## config.mk

```make
export PLATFORM = sky130hd
export DESIGN_NAME = fcadm_mul
export DESIGN_NICKNAME = d
export VERILOG_FILES = /design/src/design/fcadm_pkg.sv /design/src/design/fcadm_mul.sv
export SDC_FILE = /design/constraint.sdc
export NUM_CORES = 2
export LEC_CHECK = 0
export BUFFER_PORTS_ARGS = -buffer_cell sky130_fd_sc_hd__buf_4
export CORE_MARGIN = 8
export CORE_UTILIZATION = 45
export DETAILED_ROUTE_END_ITERATION = 8
export GPL_ROUTABILITY_DRIVEN = 1
export PLACE_DENSITY_LB_ADDON = 0.25
export SYNTH_ARGS = -nofsm -noshare
export SYNTH_HDL_FRONTEND = slang
export SYNTH_SLANG_ARGS = --single-unit
```

## constraint.sdc

```tcl
create_clock -name clk -period 17.33 [get_ports clk]
set_input_delay 2.5995 -clock clk [delete_from_list [all_inputs] [get_ports clk]]
set_output_delay 2.5995 -clock clk [all_outputs]
set_load 0.03 [all_outputs]
```

## src/design/fcadm_pkg.sv

```systemverilog
// Package for the four-channel audio DMA mixer core.
// Holds item codes, register offsets, fixed-point constants and the sequencer state type.
// No dependencies.
`timescale 1ns / 1ps

package fcadm_pkg;

	// Kind of an input item, carried on s_tuser
	typedef enum logic [1:0] {
		FUNC_REG  = 2'd0,
		FUNC_DMA  = 2'd1,
		FUNC_MEM  = 2'd2,
		FUNC_TICK = 2'd3
	} func_t;

	// Configuration register indexes
	localparam logic CFG_CPS   = 1'b0;
	localparam logic CFG_COEFF = 1'b1;

	localparam logic [17:0] CPS_RESET   = 18'd20590;
	localparam logic [15:0] COEFF_RESET = 16'd30527;

	// Channel register window and offsets within one channel
	localparam logic [8:0] CH_BASE      = 9'h0A0;
	localparam logic [8:0] CH_TOP       = 9'h0DF;
	localparam logic [3:0] CH_BASE_NIB  = 4'hA;
	localparam logic [3:0] OFF_START_HI = 4'h0;
	localparam logic [3:0] OFF_START_LO = 4'h2;
	localparam logic [3:0] OFF_LEN      = 4'h4;
	localparam logic [3:0] OFF_PER      = 4'h6;
	localparam logic [3:0] OFF_VOL      = 4'h8;

	localparam int DMA_MASTER_BIT = 9;

	// Timing constants, Q8 colour clocks
	localparam logic [19:0] PHASE_PER_LINE = 20'd58240;
	localparam logic [17:0] MIN_CPS        = 18'd16384;
	localparam logic [15:0] MIN_PERIOD     = 16'd124;
	localparam logic [6:0]  VOL_MAX        = 7'd64;
	localparam logic [16:0] FULL_BUFFER    = 17'h10000;

	// Period counter arithmetic width and floor
	localparam int CNT_W = 28;
	localparam logic signed [CNT_W-1:0] COUNTER_MIN = -28'sd33554432;

	localparam logic signed [17:0] OUT_MAX = 18'sd32767;
	localparam logic signed [17:0] OUT_MIN = -18'sd32768;

	// Shared multiplier operand widths
	localparam int MUL_A_W = 35;
	localparam int MUL_B_W = 17;
	localparam int MUL_P_W = MUL_A_W + MUL_B_W;

	typedef enum logic [12:0] {
		S_IDLE    = 13'b0000000000001,
		S_DMA     = 13'b0000000000010,
		S_DMA_LD  = 13'b0000000000100,
		S_PHASE   = 13'b0000000001000,
		S_CHAN    = 13'b0000000010000,
		S_ACC     = 13'b0000000100000,
		S_STEP    = 13'b0000001000000,
		S_FETCH   = 13'b0000010000000,
		S_FILT_L  = 13'b0000100000000,
		S_FILT_L2 = 13'b0001000000000,
		S_FILT_R  = 13'b0010000000000,
		S_FILT_R2 = 13'b0100000000000,
		S_OUT     = 13'b1000000000000
	} state_t;

endpackage

```

## src/design/fcadm_mul.sv

```systemverilog
// Shared signed multiplier of the mixer with a registered product.
// Serves both byte times volume and the filter update step.
// Depends on fcadm_pkg.
`timescale 1ns / 1ps

module fcadm_mul (
	input  logic                                 clk,
	input  logic signed [fcadm_pkg::MUL_A_W-1:0] a,
	input  logic signed [fcadm_pkg::MUL_B_W-1:0] b,
	output logic signed [fcadm_pkg::MUL_P_W-1:0] p_q
);

	// Multiply and hold the product for the next step
	always_ff @(posedge clk) begin
		p_q <= fcadm_pkg::MUL_P_W'(a) * fcadm_pkg::MUL_P_W'(b);
	end

endmodule
```

==> run_results.csv <==
group,metric,value,unit
status,outcome,"completed",
placed_design,port_buffers,104,
global_routing,overflow,0,
final_layout,nFillCells,4487,
setup_path,cpMostUsedCell,"fa_1",
logic_synthesis,syn-num-nets,3085,
setup_path,crit_path_end_kind,"flip-flop",
route,first_pass_iters,5,
global_routing,grt_pass1_vias,17400,
final_layout,largest-register,"p_q",
setup_path,crit_required,17.60,ns
logic_synthesis,synth_edf_count,0,
sta,max-slew-margin-rel,30.6,%
sta,drv_slew,0,
route,routed_wl,54800,um
clock_network,clockRootBuffer,"clkbuf_16",
sta,finalCriticalPeriod,8.86,ns
floorplan,fp.dieW,234,um
logic_synthesis,ys.warnings.count,0,
logic_synthesis,synth_area,0.0214,sq mm
setup_path,cp_num_cells,20,
sta,setup_ws,8.47,ns
sta,fin_tns_setup,0,ns
floorplan,fp.coreArea,0.0473,sq mm
clock_network,cts_buffers,5,
global_routing,antenna_found_initial,0,
setup_path,critPathKind,"input port to flip-flop",
clock_network,ctsHoldBuffers,0,
setup_path,critPathMaxStageDelay,0.81,ns
setup_path,startpoint_type,"input port",
setup_path,cp.arrival,9.13,ns
placed_design,place_ws,8.13,ns
floorplan,die_y,234,um
route,drc_errors,0,
clock_network,cts_tree,"yes",
clock_network,post_cts_buffers,0,
setup_path,critical_path.startpoint,"b[2]",
logic_synthesis,seq_area_frac_synth,4.86,%
floorplan,start_util,45.2,%
final_layout,layout-drive-gt1-share,5.57,%
clock_network,cts_buffer_depth,2,
floorplan,ios,105,
clock_network,cts.sinks,52,
route,wl_per_cell,18.5,um
clock_network,post_cts_resized,0,
final_layout,area_delta_synth_final,6.14,%
sta,tightest_slew,1.03,ns
logic_synthesis,synth_ff_type,"dfxtp_1",
sta,finalCritPeriodShare,51.1,%
clock_network,cts_htree_levels,2,
global_routing,track_usage,21.7,%
run,maxCapViolCount,0,
setup_path,cp-endpoint,"p_q[34]",
logic_synthesis,netlist_instances,2345,
setup_path,cp_num_buf_inv,4,
clock_network,clk_pin_slew,0.08,ns
final_layout,n_antenna_cell,0,
logic_synthesis,async_reset_ff_share,0,%
final_layout,final_common_cell,"inv_1",
setup_path,slowest_stage,"o21ai_0",
sta,setup_viol_count_final,0,
floorplan,fp-row-count,80,
final_layout,largest_reg_flops,52,
sta,hold_viol,0,
hold_path,hold_path.class,"input port to flip-flop",
floorplan,dieArea,0.0548,sq mm
route,vias,15100,
setup_path,worstPathCellList,"buf_4 > nand2_1 > fa_1 > fa_1 > fa_1 > inv_1 > fa_1 > fa_1 > inv_1 > fa_1 > inv_1 > ha_1 > nand2_1 > o21ai_0 > a2111oi_4 > o21a_2 > o31ai_2 > a311oi_2 > o21ai_1 > xor2_1",
sta,fmax,0.113,GHz
global_routing,grt_max_degree,36,
final_layout,final_cell_mix,"inv_1, fa_1, nand2_1, and2_1, ha_1",
final_layout,reg_top3,"p_q: 52 flops",
setup_path,crit_family,"adder cells",
global_routing,grt_pass1_wl,92700,um
route,ant_nets,0,
logic_synthesis,avgSynthCellArea,9.13,sq um
final_layout,final_core_util,48.0,%
route,drt_iter0_drc,691,
placed_design,place.gp.congestion,0.868,
logic_synthesis,ys_seq_elements,52,
setup_path,crit_fanout,35,
final_layout,fin_nets,3089,
sta,rsz0062_at_grt,"false",
logic_synthesis,synth.distinct_cells,56,
route,routed_via_density,5.09,
placed_design,dp_hpwl,44600,um
cell usage after synthesis (all sizes together) (3+ instances only):
library cell,count,area share [%]
o21a,5,0.18
o21ai,34,0.81
o21bai,8,0.28
a21oi,53,1.3
xor2,14,0.57
ha,121,7.1
and2,259,7.6
nand3,3,0.070
nand2b,11,0.32
a21o,15,0.53
a211oi,6,0.26
fa,566,53
nor2,55,0.98
nand2,334,5.9
xnor2,40,1.6
nor3,9,0.21
and3,3,0.088
buf,6,0.14
a31oi,5,0.15
inv,598,10
o211ai,5,0.18
clkbuf,103,1.8
dfxtp,52,4.9
nand4,8,0.23
layout make-up:
cell class                 instances  area [sq um]  area share [%]
tap                              615           769            3.39
timing repair buffer             106           796            3.50
inverter                         598          2240            9.87
clock inverter                     3          42.5           0.187
sequential                        52          1040            4.58
clock buffer                       5           125           0.550
multi-input combinational       1586         17700            77.9
how the worst min path moves through the flow:
stage                     from      to  slack (ns)  cells after the start
after detailed placement  a[0]  p_q[0]        3.01                      2
after global placement    a[0]  p_q[0]        3.01                      2
after CTS                 a[0]  p_q[0]        2.64                      2
final                     a[0]  p_q[0]        2.67                      2
after global routing      a[0]  p_q[0]        2.65                      2
after floorplan           a[0]  p_q[0]        2.72                      1
through the flow:
step                      std cells  area, sq um  hold WS (ns)
final                          2965        22700          2.67
after floorplan                2345        21400          2.72
after global placement         2957        22600          3.01
after detailed placement       2957        22600          3.01
after global routing           2965        22700          2.65
after CTS                      2965        22700          2.64
routing by layer:
| layer | global-route usage [%] | routed length, um |
|---|---|---|
| met1 | 27.6 | 22600 |
| met5 | 0 | 0 |
| met2 | 38.2 | 27500 |
| met3 | 2.87 | 2950 |
| met4 | 6.71 | 1680 |
kinds of logic after synthesis:
family                     count (synthesis)  synth area share (%)
buffers and inverters                    707                  12.4
xor gates and xnor gates                  54                  2.21
and+or+nand+nor                          691                  15.6
muxes                                      2                0.0935
DFF                                       52                  4.86
AOI/OAI and AO/OA                        152                  4.79
adders and majority gates                687                  60.0
Power is not shown: default switching activity piles up to over one toggle a cycle in this logic, so the estimate is an artifact.
